$ cat src/hw/rtl/cft_pkg.sv
// Shared types, widths and constants for the complementary tilt filter.
// Used by cft_ctrl, cft_datapath and complementary_tilt_filter_top; depends on nothing.

package cft_pkg;

   localparam int IN_W       = 16;
   localparam int ANG_W      = 25;
   localparam int ALPHA_W    = 17;
   localparam int SCALE_W    = 24;
   localparam int CSR_IDX_W  = 8;
   localparam int CSR_DATA_W = 24;

   localparam int NUM_W      = 48;   // Rounded gyro numerator after the shift by 2^11, whole digits.
   localparam int DIV_W      = 7;    // Remainder of the digit-wise divide by 125.
   localparam int DIGIT_W    = 8;    // Numerator bits consumed per divide step.
   localparam int DIVV_W     = DIV_W + DIGIT_W;
   localparam int PROD_W     = 30;   // Reciprocal product; the digit sits in its top eight bits.
   localparam int RAD_W      = 48;   // Square root radicand.
   localparam int ROOT_W     = 24;
   localparam int SREM_W     = 27;
   localparam int XW         = 45;   // CORDIC x and y.
   localparam int ZW         = 26;   // CORDIC angle.
   localparam int GW         = 40;   // Gyro-integrated angle.
   localparam int CNT_W      = 6;
   localparam int STEP_W     = 5;

   localparam logic [CSR_IDX_W-1:0] REG_ALPHA = 8'd0;
   localparam logic [CSR_IDX_W-1:0] REG_SCALE = 8'd1;

   localparam logic [ALPHA_W-1:0] ALPHA_ONE   = 17'd65536;
   localparam logic [ALPHA_W-1:0] ALPHA_RESET = 17'd64225;
   localparam logic [SCALE_W-1:0] SCALE_RESET = 24'd128071;

   localparam logic [DIV_W:0]        DIV_CONST  = 8'd125;
   localparam logic [15:0]           DIV_RECIP  = 16'd33555;   // ceil(2^22 / 125)
   localparam logic [55:0]           GYRO_ROUND = 56'd128000;
   localparam logic signed [ZW-1:0]  DEG90      = 26'sd5898240;
   localparam logic [43:0]           ANG_POS    = 44'd16777215;
   localparam logic [43:0]           ANG_NEG    = 44'd16777216;

   localparam logic [CNT_W-1:0] DIV_LAST  = 6'(NUM_W / DIGIT_W - 1);
   localparam logic [CNT_W-1:0] SQRT_LAST = 6'(ROOT_W - 1);

   typedef enum logic [4:0] {
      ST_IDLE, ST_MUL_A, ST_MUL_B, ST_MUL_C, ST_MUL_D, ST_DIV_PREP, ST_DIV, ST_ADD_GYRO,
      ST_SQ_Y, ST_SQ_Z, ST_SQRT, ST_CR_LOAD, ST_CR_RUN, ST_CR_SAVE, ST_CP_LOAD,
      ST_CP_RUN, ST_CP_SAVE, ST_BR_MUL, ST_BR_FIN, ST_BP_MUL, ST_BP_FIN, ST_FINISH
   } ctl_state_type;

   typedef enum logic [4:0] {
      OP_NONE, OP_LOAD, OP_MUL_A, OP_MUL_B, OP_MUL_C, OP_MUL_D, OP_DIV_PREP, OP_DIV_STEP,
      OP_ADD_GYRO, OP_SQ_Y, OP_SQ_Z, OP_SQRT_STEP, OP_CR_LOAD, OP_CP_LOAD, OP_CORDIC_STEP,
      OP_CR_SAVE, OP_CP_SAVE, OP_BR_MUL, OP_BR_FIN, OP_BP_MUL, OP_BP_FIN, OP_OUT_LOAD
   } dp_op_type;

   typedef struct packed {
      dp_op_type          op;
      logic [STEP_W-1:0]  step;
   } dp_cmd_type;

   // atan(2^-i) in degrees, 16 fractional bits, rounded to nearest.
   function automatic logic signed [ZW-1:0] atan_entry(input logic [STEP_W-1:0] i);
      logic signed [ZW-1:0] v;
      unique case (i)
         5'd0:    v = 26'sd2949120;
         5'd1:    v = 26'sd1740967;
         5'd2:    v = 26'sd919879;
         5'd3:    v = 26'sd466945;
         5'd4:    v = 26'sd234379;
         5'd5:    v = 26'sd117304;
         5'd6:    v = 26'sd58666;
         5'd7:    v = 26'sd29335;
         5'd8:    v = 26'sd14668;
         5'd9:    v = 26'sd7334;
         5'd10:   v = 26'sd3667;
         5'd11:   v = 26'sd1833;
         5'd12:   v = 26'sd917;
         5'd13:   v = 26'sd458;
         5'd14:   v = 26'sd229;
         5'd15:   v = 26'sd115;
         5'd16:   v = 26'sd57;
         5'd17:   v = 26'sd29;
         5'd18:   v = 26'sd14;
         5'd19:   v = 26'sd7;
         5'd20:   v = 26'sd4;
         5'd21:   v = 26'sd2;
         5'd22:   v = 26'sd1;
         default: v = 26'sd0;
      endcase
      return v;
   endfunction

endpackage

$ cat src/hw/rtl/cft_ctrl.sv
// Sequencer for the complementary tilt filter: handshakes and datapath commands.
// Depends on cft_pkg.

module cft_ctrl #(
   parameter int CORDIC_STEPS = 16
) (
   input  logic                clock,
   input  logic                reset,
   input  logic                req_valid,
   output logic                req_ready,
   output logic                rsp_valid,
   input  logic                rsp_ready,
   output cft_pkg::dp_cmd_type cmd
);

   localparam logic [cft_pkg::CNT_W-1:0] CR_LAST = cft_pkg::CNT_W'(CORDIC_STEPS - 1);

   cft_pkg::ctl_state_type state_ff, state_in;
   logic [cft_pkg::CNT_W-1:0] cnt_ff, cnt_in;
   logic rsp_valid_ff, rsp_valid_in;

   always_ff @(posedge clock) begin
      if (reset) begin
         state_ff     <= cft_pkg::ST_IDLE;
         cnt_ff       <= '0;
         rsp_valid_ff <= 1'b0;
      end else begin
         state_ff     <= state_in;
         cnt_ff       <= cnt_in;
         rsp_valid_ff <= rsp_valid_in;
      end
   end

   always_comb begin
      state_in     = state_ff;
      cnt_in       = '0;
      rsp_valid_in = rsp_valid_ff && !rsp_ready;
      req_ready    = 1'b0;
      cmd.op       = cft_pkg::OP_NONE;
      cmd.step     = cnt_ff[cft_pkg::STEP_W-1:0];
      unique case (state_ff)
         cft_pkg::ST_IDLE: begin
            req_ready = 1'b1;
            if (req_valid) begin
               cmd.op   = cft_pkg::OP_LOAD;
               state_in = cft_pkg::ST_MUL_A;
            end
         end
         cft_pkg::ST_MUL_A: begin
            cmd.op   = cft_pkg::OP_MUL_A;
            state_in = cft_pkg::ST_MUL_B;
         end
         cft_pkg::ST_MUL_B: begin
            cmd.op   = cft_pkg::OP_MUL_B;
            state_in = cft_pkg::ST_MUL_C;
         end
         cft_pkg::ST_MUL_C: begin
            cmd.op   = cft_pkg::OP_MUL_C;
            state_in = cft_pkg::ST_MUL_D;
         end
         cft_pkg::ST_MUL_D: begin
            cmd.op   = cft_pkg::OP_MUL_D;
            state_in = cft_pkg::ST_DIV_PREP;
         end
         cft_pkg::ST_DIV_PREP: begin
            cmd.op   = cft_pkg::OP_DIV_PREP;
            state_in = cft_pkg::ST_DIV;
         end
         cft_pkg::ST_DIV: begin
            cmd.op = cft_pkg::OP_DIV_STEP;
            if (cnt_ff == cft_pkg::DIV_LAST) begin
               state_in = cft_pkg::ST_ADD_GYRO;
            end else begin
               cnt_in = cnt_ff + 1'b1;
            end
         end
         cft_pkg::ST_ADD_GYRO: begin
            cmd.op   = cft_pkg::OP_ADD_GYRO;
            state_in = cft_pkg::ST_SQ_Y;
         end
         cft_pkg::ST_SQ_Y: begin
            cmd.op   = cft_pkg::OP_SQ_Y;
            state_in = cft_pkg::ST_SQ_Z;
         end
         cft_pkg::ST_SQ_Z: begin
            cmd.op   = cft_pkg::OP_SQ_Z;
            state_in = cft_pkg::ST_SQRT;
         end
         cft_pkg::ST_SQRT: begin
            cmd.op = cft_pkg::OP_SQRT_STEP;
            if (cnt_ff == cft_pkg::SQRT_LAST) begin
               state_in = cft_pkg::ST_CR_LOAD;
            end else begin
               cnt_in = cnt_ff + 1'b1;
            end
         end
         cft_pkg::ST_CR_LOAD: begin
            cmd.op   = cft_pkg::OP_CR_LOAD;
            state_in = cft_pkg::ST_CR_RUN;
         end
         cft_pkg::ST_CR_RUN: begin
            cmd.op = cft_pkg::OP_CORDIC_STEP;
            if (cnt_ff == CR_LAST) begin
               state_in = cft_pkg::ST_CR_SAVE;
            end else begin
               cnt_in = cnt_ff + 1'b1;
            end
         end
         cft_pkg::ST_CR_SAVE: begin
            cmd.op   = cft_pkg::OP_CR_SAVE;
            state_in = cft_pkg::ST_CP_LOAD;
         end
         cft_pkg::ST_CP_LOAD: begin
            cmd.op   = cft_pkg::OP_CP_LOAD;
            state_in = cft_pkg::ST_CP_RUN;
         end
         cft_pkg::ST_CP_RUN: begin
            cmd.op = cft_pkg::OP_CORDIC_STEP;
            if (cnt_ff == CR_LAST) begin
               state_in = cft_pkg::ST_CP_SAVE;
            end else begin
               cnt_in = cnt_ff + 1'b1;
            end
         end
         cft_pkg::ST_CP_SAVE: begin
            cmd.op   = cft_pkg::OP_CP_SAVE;
            state_in = cft_pkg::ST_BR_MUL;
         end
         cft_pkg::ST_BR_MUL: begin
            cmd.op   = cft_pkg::OP_BR_MUL;
            state_in = cft_pkg::ST_BR_FIN;
         end
         cft_pkg::ST_BR_FIN: begin
            cmd.op   = cft_pkg::OP_BR_FIN;
            state_in = cft_pkg::ST_BP_MUL;
         end
         cft_pkg::ST_BP_MUL: begin
            cmd.op   = cft_pkg::OP_BP_MUL;
            state_in = cft_pkg::ST_BP_FIN;
         end
         cft_pkg::ST_BP_FIN: begin
            cmd.op   = cft_pkg::OP_BP_FIN;
            state_in = cft_pkg::ST_FINISH;
         end
         cft_pkg::ST_FINISH: begin
            if (!rsp_valid_ff || rsp_ready) begin
               cmd.op       = cft_pkg::OP_OUT_LOAD;
               rsp_valid_in = 1'b1;
               state_in     = cft_pkg::ST_IDLE;
            end
         end
         default: begin
            state_in = cft_pkg::ST_IDLE;
         end
      endcase
   end

   assign rsp_valid = rsp_valid_ff;

endmodule

$ cat config.mk
export PLATFORM = sky130hd
export DESIGN_NAME = cft_ctrl
export DESIGN_NICKNAME = d
export VERILOG_FILES = /design/src/hw/rtl/cft_pkg.sv /design/src/hw/rtl/cft_ctrl.sv
export SDC_FILE = /design/constraint.sdc
export NUM_CORES = 1
export LEC_CHECK = 0
export ABC_AREA = 0
export BUFFER_PORTS_ARGS = -buffer_cell sky130_fd_sc_hd__buf_2
export CAP_MARGIN = 25
export CORE_MARGIN = 10
export CORE_UTILIZATION = 30
export DETAILED_ROUTE_END_ITERATION = 7
export PLACE_DENSITY = 0.46
export SYNTH_ARGS = -nofsm -noshare
export SYNTH_HDL_FRONTEND = slang
export SYNTH_SLANG_ARGS = --single-unit
$ cat constraint.sdc
create_clock -name clock -period 4.65 [get_ports clock]
set_input_delay 0.6975 -clock clock [delete_from_list [all_inputs] [get_ports clock]]
set_output_delay 0.6975 -clock clock [all_outputs]
set_load 0.02 [all_outputs]
# Word-level counts from Yosys, hierarchy flattened
# Index checks and enable logic that the tools add are counted.
dict set report op_classes {
  shift 0
  n_bitwise 0
  n_eq_ne 30
  n_div 0
  order_cmp 0
  n_mux 17
  n_mul 0
  add_sub_neg 1
  n_reduce_logical 7
}
# op count
set op_table {}
lappend op_table {{case mux 5 bit (22 select lines)} 1}
lappend op_table {{case mux 5 bit (21 select lines)} 1}
lappend op_table {{equality test 5 x 4 -> 1 bit, second input constant} 8}
lappend op_table {{2-to-1 mux 5 bit} 7}
lappend op_table {{equality test 5 bit, second input constant} 6}
lappend op_table {{equality test 5 x 3 -> 1 bit, second input constant} 4}
lappend op_table {{2-to-1 mux 6 bit} 3}
lappend op_table {{case mux 6 bit (3 select lines)} 1}
lappend op_table {{!= test 2 bit, second input constant} 6}
lappend op_table {{equality test 5 x 2 -> 1 bit, second input constant} 2}
lappend op_table {{adder 6 x 1 -> 6 bit, second input constant} 1}
lappend op_table {{equality test 6 x 3 -> 1 bit, second input constant} 1}
lappend op_table {{equality test 6 x 4 -> 1 bit, second input constant} 1}
lappend op_table {{equality test 6 x 5 -> 1 bit, second input constant} 1}
lappend op_table {{AND reduction 6 bit} 1}
lappend op_table {{equality test 5 x 1 -> 1 bit, second input constant} 1}
lappend op_table {{logical NOT 5 bit} 1}
lappend op_table {{2-to-1 mux 1 bit} 4}
lappend op_table {{logical NOT 1 bit} 2}
lappend op_table {{OR reduction 2 bit} 1}
lappend op_table {{logical AND 1 bit} 1}
lappend op_table {{logical OR 1 bit} 1}
dict set report word_totals {
  n_memories 0
  latchBits 0
  ff_bits 12
  output_inout_bits 12
  inputBits 4
  mem_bits_rw 0
  wordCells 58
  romBits 0
}

# Depth between registers and ports, before layout
# Gate-level depths: netlist of run 1.
dict set report logic_depth {
  depth_word 4
  ltp_mapped 7
  depth_no_buf 7
}

# Worst setup path before layout of run 1
# OpenSTA, ideal clock, no wires.
dict set report synth_timing {
  kind {input-to-output}
  from {in rsp_ready}
  to {out cmd[5] (netlist bit)}
  required_time_ns 3.953
  cell_stages 5
  n_path_buf 0
  slack_ns 2.384
  arrival_ns 1.568
  path_cell_list {nor2b_1 > o21ai_0 > nand3_1 > o31a_1 > o21ai_0}
}
# element line
set synth_rtl {}
lappend synth_rtl {{start: declaration} cft_ctrl.sv:12} ;# input logic rsp_ready,
lappend synth_rtl {{end: declaration} cft_ctrl.sv:13} ;# output cft_pkg::dp_cmd_type cmd

==> parameters.txt, run 1 <==
Parameter                              Value

CTS
  Clock buffer depth    2
  # H-tree levels    1
  CTS sink count    12
  Total CTS buffers    3
  TritonCTS clock tree    done
  Clock latency on the worst-skew pair    around 0.27 ns
  Library cell used as clock root buffer    clkbuf_4
  Post CTS Setup Buffer Count    0
  Number of hold buffers added after CTS    0
  Post-CTS resize count    0
  Clock-pin slew on the worst setup and hold paths    around 0.08 ns

Pwr
  Standby leakage power    0.399 nW
  Flop pwr share    0.400
  Combinational fraction of design power    0.375
  Cell Pwr Density    about 370 nW/um^2
  Switching power as a share of total power    0.414
  Share of total power in the clock network    0.225
  Worst vdd ir    0.142 mV
  Switching pwr    around 150 uW
  Pwr Total    approximately 370 uW
  Internal power    about 220 uW

Setup path
  FF-to-FF path depth    5
  Critical register-to-register path endpoint    cnt_ff[5]
  Critical path data arrival time    between 1.5 and 2 ns
  Setup CP Type    reg -> out
  Sort of element at the start of the critical path    register
  Kind of end point of the critical path    output pin
  Register-to-Register Setup Slack    around 2.5 ns
  Max FO, Critical Path    16
  Source of the worst register-to-register timing path    state_ff[2]
  Req. time, crit path    between 3 and 4 ns

Route
  Length of routed met2 wiring    954 um
  Avg WL per Cell    approximately 13 um
  WL final    around 2100 um
  Detailed route wirelength on metal3    around 140 um
  DRC errors left    0
  First-pass iteration count of the detailed router    4
  Post-DR vias/cell    around 5.5
  Iter 0 DRT Violations    60
  Via count    between 800 and 900
  Uppermost layer routed    met4
  M1 WL    1010 um
  Post-route ant nets    0

Timing
  Hold Violations, Final    0
  Highest Clock Rate    about 0.41 GHz
  Transition at the pin with the smallest max-transition slack    between 0.5 and 0.6 ns
  Final worst clock skew    roughly 0.0038 ns
  Worst max-slew margin expressed relative to the limit    0.609
  Sum of negative setup slack    0 ns
  Setup violations, final    0
  Number of slew-limit violations in the final report    0
  RSZ-0062 raised after global routing    no
  Crit share post-route    0.521
  Tmin final    about 2.4 ns

GRT
  Pin count of the biggest net entering global routing    21
  Final global-route overflow total    0
  Number of antenna violations at the first check in global routing    0
  Total GRT Usage    0.0762
  Wire length of the first global-routing pass    3430 um
  Number of global-route vias before repair    727

Final layout
  Count of non-filler cells in the finished layout    159
  Layout net count    135
  Fraction of final layout cells with drive strength greater than 1    0.195
  Multi-input gate area    approximately 580 um^2
  Number of diodes    0
  Area Growth Syn to Fin    8.50%
  Register Area    240 um^2
  Most frequent standard cell in the layout excluding fill and tap cells    buf_2
  Leading cell types in the layout, fill and taps excluded    15 x buf_2, 14 x nor2_1, 12 x o21ai_0, 12 x dfxtp_1, 11 x nand2_1
  Filler cells    a little over 300

Synthesis
  Post-synthesis register bit count    12
  Post-synthesis sequential area ratio    0.263
  Net count of the mapped netlist    between 100 and 150
  Syn avg cell area    around 7.4 um^2
  Post-Syn Area    around 910 um^2
  Post-synthesis async set-or-reset flop share    0
  Post-Synthesis Cells    123
  Netlist cell types    41
  Number of flops mapped to enable cells by yosys    0
  Most used flip-flop cell after synthesis    dfxtp_1
  Warnings from Yosys    0

Floorplan
  Total number of placement rows    19
  Die width    about 75 um
  IO Pins    16
  Y dimension of the die    around 75 um
  Core Box Area    around 2800 um^2
  Starting density of the core    0.322
  Die outline area    roughly 5600 um^2

Outcome
  Status    completed

Hold path
  Hold Path Stages    1
  Worst Hold Class    reg -> reg
  Hold Crit Endpoint    cnt_ff[0]
  HP Start    cnt_ff[0]

Placement
  Port bufs    15
  Sum of net half-perimeters after detailed placement    around 1600 um
  Routability congestion estimate    about 0.75
  Cell total after placement    155

Run
  Max-cap violations    0
## cell usage after synthesis, types with 5 or more instances
| library cell | number | area share |
|---|---|---|
| o21ai_0 | 12 | 0.066 |
| nand3_1 | 5 | 0.027 |
| dfxtp_1 | 12 | 0.26 |
| inv_1 | 6 | 0.025 |
| xnor2_1 | 5 | 0.048 |
| nor2_1 | 14 | 0.058 |
| buf_4 | 5 | 0.041 |
| nor2b_1 | 5 | 0.034 |
| nand2_1 | 11 | 0.045 |
| clkbuf_1 | 7 | 0.029 |
| a21oi_1 | 7 | 0.038 |
## cell families (layout without fill, tap and decap cells)
family / Yosys count / count (layout) / synth area share
DFF: 12 / 12 / 0.263
and+or+nand+nor: 50 / 50 / 0.289
AOI/OAI and AO/OA: 33 / 33 / 0.258
buffers and inverters: 20 / 25 / 0.104
xor gates and xnor gates: 6 / 6 / 0.0576
adders and majority gates: 2 / 2 / 0.0274
## metal layers
layer / global-route usage / vias to the layer above
met5: 0 / -
met4: 0.0186 / 0
met3: 0.0329 / 2
met2: 0.108 / 24
met1: 0.103 / 408
li1: - / 437
## power groups by stage
stage | Clock [mW] | Combinational [mW] | Sequential (mW)
global route | 0.0930 | 0.157 | 0.152
detailed placement | 0 | 0.141 | 0.149
CTS | 0.0876 | 0.142 | 0.147
finish | 0.0835 | 0.139 | 0.148
floorplan | 0 | 0.135 | 0.119
global placement | 0 | 0.142 | 0.150
## worst max-delay path, stage by stage, from the launching register on
cell and delay (ns):
dfxtp_1 0.63, nand2_1 0.20, nand2_1 0.13, xnor2_1 0.12
nor2_1 0.05, o21ai_0 0.12, buf_2 0.19
## cell type report
cell class	instances	area share
Clock buffer	4	0.0367
Sequential cell	12	0.243
Inverter	6	0.0228
Multi-Input combinational cell	91	0.583
Timing Repair Buffer	15	0.0759
Tap cell	31	0.0392
## stage by stage
step,setup slack [ns],hold WS (ns),util,cell area [um^2]
3_5_place_dp,2.24,0.484,0.337,953
5_1_grt,2.08,0.536,0.350,990
3_3_place_gp,2.27,0.468,0.337,953
4_1_cts,2.23,0.503,0.350,990
2_1_floorplan,2.38,0.445,-,912
6_report,2.23,0.487,0.350,990
## state kept, by name, indices dropped and copies added, names as in the netlist
register and cells:
cnt_ff 6, rsp_valid 1, state_ff 5
## worst max path at each step
stage | from | endpoint | slack [ns] | depth (start not counted)
floorplan | rsp_ready | cmd[5] | 2.38 | 5
global placement | rsp_ready | cmd[5] | 2.27 | 7
detailed placement | rsp_ready | cmd[5] | 2.24 | 7
CTS | rsp_ready | cmd[5] | 2.23 | 7
global route | state_ff[2] | cmd[6] | 2.08 | 6
finish | state_ff[2] | cmd[6] | 2.23 | 6
Power figures use the tool's default switching activity.
==> run 2: changes to the inputs <==
- clock period: 4.65 -> 2.5 ns (I/O delays scaled with it)
==> parameters.txt, run 2 (synthesis gave the netlist of run 1 again) <==
Parameter                              Value

Timing
  Final worst clock skew    0.00359 ns
  Tmin final    about 2.1 ns
  Tightest hold margin    between 0.3 and 0.4 ns
  Highest Clock Rate    roughly 0.47 GHz
  Worst max-slew margin expressed relative to the limit    0.608
  Number of slew-limit violations in the final report    0
  Crit share post-route    0.847
  RSZ-0062 raised after global routing    no
  Transition at the pin with the smallest max-transition slack    approximately 0.6 ns
  Setup violations, final    0
  Hold Violations, Final    0
  Sum of negative setup slack    0 ns

CTS
  Clock-pin slew on the worst setup and hold paths    approximately 0.080 ns
  Post-CTS resize count    0
  Clock latency on the worst-skew pair    ~0.27 ns
  CTS sink count    12
  Number of hold buffers added after CTS    0
  Post CTS Setup Buffer Count    0
  Clock buffer depth    2
  # H-tree levels    1
  Total CTS buffers    3
  Library cell used as clock root buffer    clkbuf_4
  TritonCTS clock tree    done

Route
  First-pass iteration count of the detailed router    4
  WL final    between 2000 and 2500 um
  Post-DR vias/cell    5.45
  Via count    between 800 and 900
  Post-route ant nets    0
  Iter 0 DRT Violations    115
  DRC errors left    0
  Avg WL per Cell    ~14 um

Pwr
  Standby leakage power    0.409 nW
  Pwr Total    702 uW
  Cell Pwr Density    roughly 700 nW/um^2
  Worst vdd ir    between 0.2 and 0.3 mV

Setup path
  Critical path data arrival time    about 2.3 ns
  Critical path launch point    state_ff[1]
  Kind of end point of the critical path    register
  Critical register-to-register path endpoint    state_ff[0]
  Req. time, crit path    2.71 ns
  FF-to-FF path depth    5
  Sort of element at the start of the critical path    register
  Max FO, Critical Path    20
  CP endpoint    state_ff[0]
  Register-to-Register Setup Slack    around 0.38 ns
  Source of the worst register-to-register timing path    state_ff[1]
  Setup CP Type    reg -> reg

Final layout
  Largest register by flop count    cnt_ff
  Number of diodes    0
  Leading cell types in the layout, fill and taps excluded    15 x buf_2, 14 x nor2_1, 12 x o21ai_0, 12 x dfxtp_1, 11 x nand2_1
  Number of flip-flops in the largest register    6
  Count of non-filler cells in the finished layout    around 160
  Final Util    0.355
  Area Growth Syn to Fin    10.2%
  Most frequent standard cell in the layout excluding fill and tap cells    buf_2
  Layout net count    roughly 140
  Fraction of final layout cells with drive strength greater than 1    0.208

Floorplan
  Die outline area    approximately 5600 um^2
  IO Pins    16
  Core Box Area    approximately 2800 um^2
  Die width    around 75 um
  Starting density of the core    0.322
  Total number of placement rows    19
  Y dimension of the die    about 75 um

Placement
  Sum of net half-perimeters after detailed placement    between 1500 and 2000 um
  Cell total after placement    about 160
  Port bufs    15
  Routability congestion estimate    a little over 0.7

GRT
  Final global-route overflow total    0
  Wire length of the first global-routing pass    approximately 3700 um
  Pin count of the biggest net entering global routing    21
  Number of antenna violations at the first check in global routing    0
  Number of global-route vias before repair    roughly 800
  Total GRT Usage    0.0836

Outcome
  Status    completed

Run
  Max-cap violations    0

Hold path
  Worst Hold Class    in -> reg
  Hold Path Stages    2
## run 2: how the worst min path moves through the flow
stage | from | to | slack [ns]
floorplan | cnt_ff[0] | cnt_ff[0] | 0.44
global placement | cnt_ff[0] | cnt_ff[0] | 0.50
detailed placement | cnt_ff[0] | cnt_ff[0] | 0.48
CTS | reset | state_ff[0] | 0.35
global route | reset | state_ff[0] | 0.38
finish | reset | state_ff[0] | 0.37
## run 2: metrics by stage
step / instance area (um^2) / worst slack, ns
after floorplan: 912 / 0.607
after global placement: 968 / 0.482
after detailed placement: 968 / 0.434
after CTS: 1000 / 0.411
after global routing: 1000 / 0.171
final: 1000 / 0.383
## run 2: layout make-up
cell class / instances / area, um^2
fillers: 295 / 1820
multi-input cells: 91 / 577
flip-flops and latches: 12 / 240
repair buffers: 17 / 90.1
well taps: 31 / 38.8
clock buffers: 4 / 36.3
inverters: 6 / 22.5
## run 2: worst max-delay path, stage by stage, from the launching register on
cell	delay [ns]
dfxtp_1	0.66
nor2b_1	0.18
or4_1	0.55
a32oi_2	0.32
o21ai_0	0.17
a21oi_2	0.17
## run 2: metal layers
metal | vias to the layer above | global-route usage | wire length (um)
met2 | 19 | 0.126 | 1030
met5 | - | 0 | 0
met3 | 2 | 0.0368 | 135
met4 | 0 | 0.0186 | 10
li1 | 439 | - | -
met1 | 417 | 0.108 | 1120
## run 2: power breakdown
part / total [mW] / switching, mW / internal (mW)
logic: 0.290 / 0.174 / 0.115
registers: 0.256 / 0.0486 / 0.207
clock network: 0.156 / 0.0679 / 0.0885
==> run 3: changes to the inputs <==
- PLACE_DENSITY: 0.46 -> 0.48
- clock period: 2.5 -> 1.9 ns (I/O delays scaled with it)
==> parameters.txt, run 3 (synthesis gave the netlist of run 1 again) <==
Parameter                              Value

Outcome
  Status    completed

CTS
  CTS sink count    12
  Clock latency on the worst-skew pair    0.27 ns
  Library cell used as clock root buffer    clkbuf_4
  TritonCTS clock tree    done
  Total CTS buffers    3
  Clock buffer depth    2
  Clock-pin slew on the worst setup and hold paths    ~0.060 ns
  # H-tree levels    1

Route
  M1 WL    about 1100 um
  Post-DR vias/cell    around 5.2
  Uppermost layer routed    met4
  Via count    slightly below 900
  Avg WL per Cell    approximately 14 um
  First-pass iteration count of the detailed router    4
  WL final    2340 um
  DRC errors left    0
  Length of routed met2 wiring    ~1100 um
  Iter 0 DRT Violations    ~90
  Detailed route wirelength on metal3    137 um
  Post-route ant nets    0

Placement
  Sum of net half-perimeters after detailed placement    ~1800 um
  Cell total after placement    165
  Pre-CTS setup slack    about 0.058 ns
  Routability congestion estimate    0.756
  Port bufs    15

Final layout
  Register Area    between 200 and 250 um^2
  Area Growth Syn to Fin    18.2%
  Layout net count    roughly 150
  Multi-input gate area    between 600 and 700 um^2
  Fraction of final layout cells with drive strength greater than 1    0.277
  Number of diodes    0
  Number of flip-flops in the largest register    6
  Leading cell types in the layout, fill and taps excluded    14 x nor2_1, 14 x buf_2, 12 x o21ai_0, 12 x dfxtp_1
  Filler cells    approximately 290
  Count of non-filler cells in the finished layout    168
  Largest register by flop count    cnt_ff

Hold path
  Hold Path Stages    2
  Worst Hold Class    in -> reg

Timing
  Tightest hold margin    about 0.28 ns
  Number of slew-limit violations in the final report    0
  Tmin final    about 1.8 ns
  Worst max-slew margin expressed relative to the limit    0.762
  Transition at the pin with the smallest max-transition slack    between 0.3 and 0.4 ns
  Highest Clock Rate    0.550 GHz
  Crit share post-route    0.957
  Final worst clock skew    0.000554 ns
  Sum of negative setup slack    0 ns
  RSZ-0062 raised after global routing    no
  Final worst slack    around 0.081 ns
  Hold Violations, Final    0
  Setup violations, final    0

Floorplan
  Starting density of the core    0.322
  Total number of placement rows    19
  Y dimension of the die    ~75 um
  Die outline area    about 5600 um^2
  Die width    ~75 um
  IO Pins    16
  Core Box Area    about 2800 um^2

Setup path
  Max FO, Critical Path    6
  Sort of element at the start of the critical path    register
  Worst-path cell with the longest stage delay    or3b_4
  Critical path data arrival time    around 2.0 ns
  Req. time, crit path    ~2.1 ns
  Critical path, cell by cell    or3b_4 > o211ai_1 > a32oi_4 > a2111o_1 > a21oi_2
  Slowest stage delay, CP    approximately 0.43 ns
  Kind of end point of the critical path    register
  Setup CP Type    reg -> reg
  FF-to-FF path depth    5

Run
  Max-cap violations    0

GRT
  Number of global-route vias before repair    849
  Final global-route overflow total    0
  Pin count of the biggest net entering global routing    17
  Total GRT Usage    0.0864
  Number of antenna violations at the first check in global routing    0
  Wire length of the first global-routing pass    between 3000 and 4000 um

Pwr
  Standby leakage power    0.444 nW
  Cell Pwr Density    843 nW/um^2
  Worst vdd ir    around 0.41 mV
  Pwr Total    910 uW
-- run 3: what timing repair did --
action	CTS	global route
setup buffers	0	1
gates resized for setup	0	6
hold buffers	0	0
endpoints found under the setup margin	0	14
-- run 3: worst paths after layout --
check,from,to,slack [ns]
worst min register to register,cnt_ff[0],cnt_ff[0],0.48
worst min-delay path,reset,state_ff[0],0.28
worst max register to register,cnt_ff[3],state_ff[0],0.08
worst max-delay path,cnt_ff[3],state_ff[0],0.08
-- run 3: area by class of cell --
cell class	count	share of cell area
inverter	6	0.0209
multi-input combinational	91	0.558
tap	31	0.0360
sequential	12	0.223
timing repair buffer	25	0.142
clock buffer	3	0.0209
-- run 3: per-layer routing --
| layer | track usage | vias up |
|---|---|---|
| li1 | - | 453 |
| met1 | 0.100 | 408 |
| met2 | 0.143 | 13 |
| met3 | 0.0394 | 2 |
| met4 | 0.0186 | 0 |
| met5 | 0 | - |
-- run 3: metrics by stage --
stage | instance area [um^2] | utilization
after floorplan | 912 | -
after CTS | 1050 | 0.372
after global routing | 1080 | 0.381
after detailed placement | 1030 | 0.364
after global placement | 1030 | 0.364
final | 1080 | 0.381
-- run 3: worst max-delay path, delay by kind of cell, from the launching register on --
| kind | cells | cell delay (ns) |
|---|---|---|
| compound gates | 4 | 0.96 |
| simple gates | 1 | 0.43 |
| flops | 1 | 0.36 |
-- run 3: where the power goes --
part	leakage, nW	internal (mW)	switching (mW)	total, mW
registers	0.0973	0.273	0.0240	0.297
clock network	0.0138	0.0733	0.0745	0.148
logic	0.332	0.186	0.278	0.465
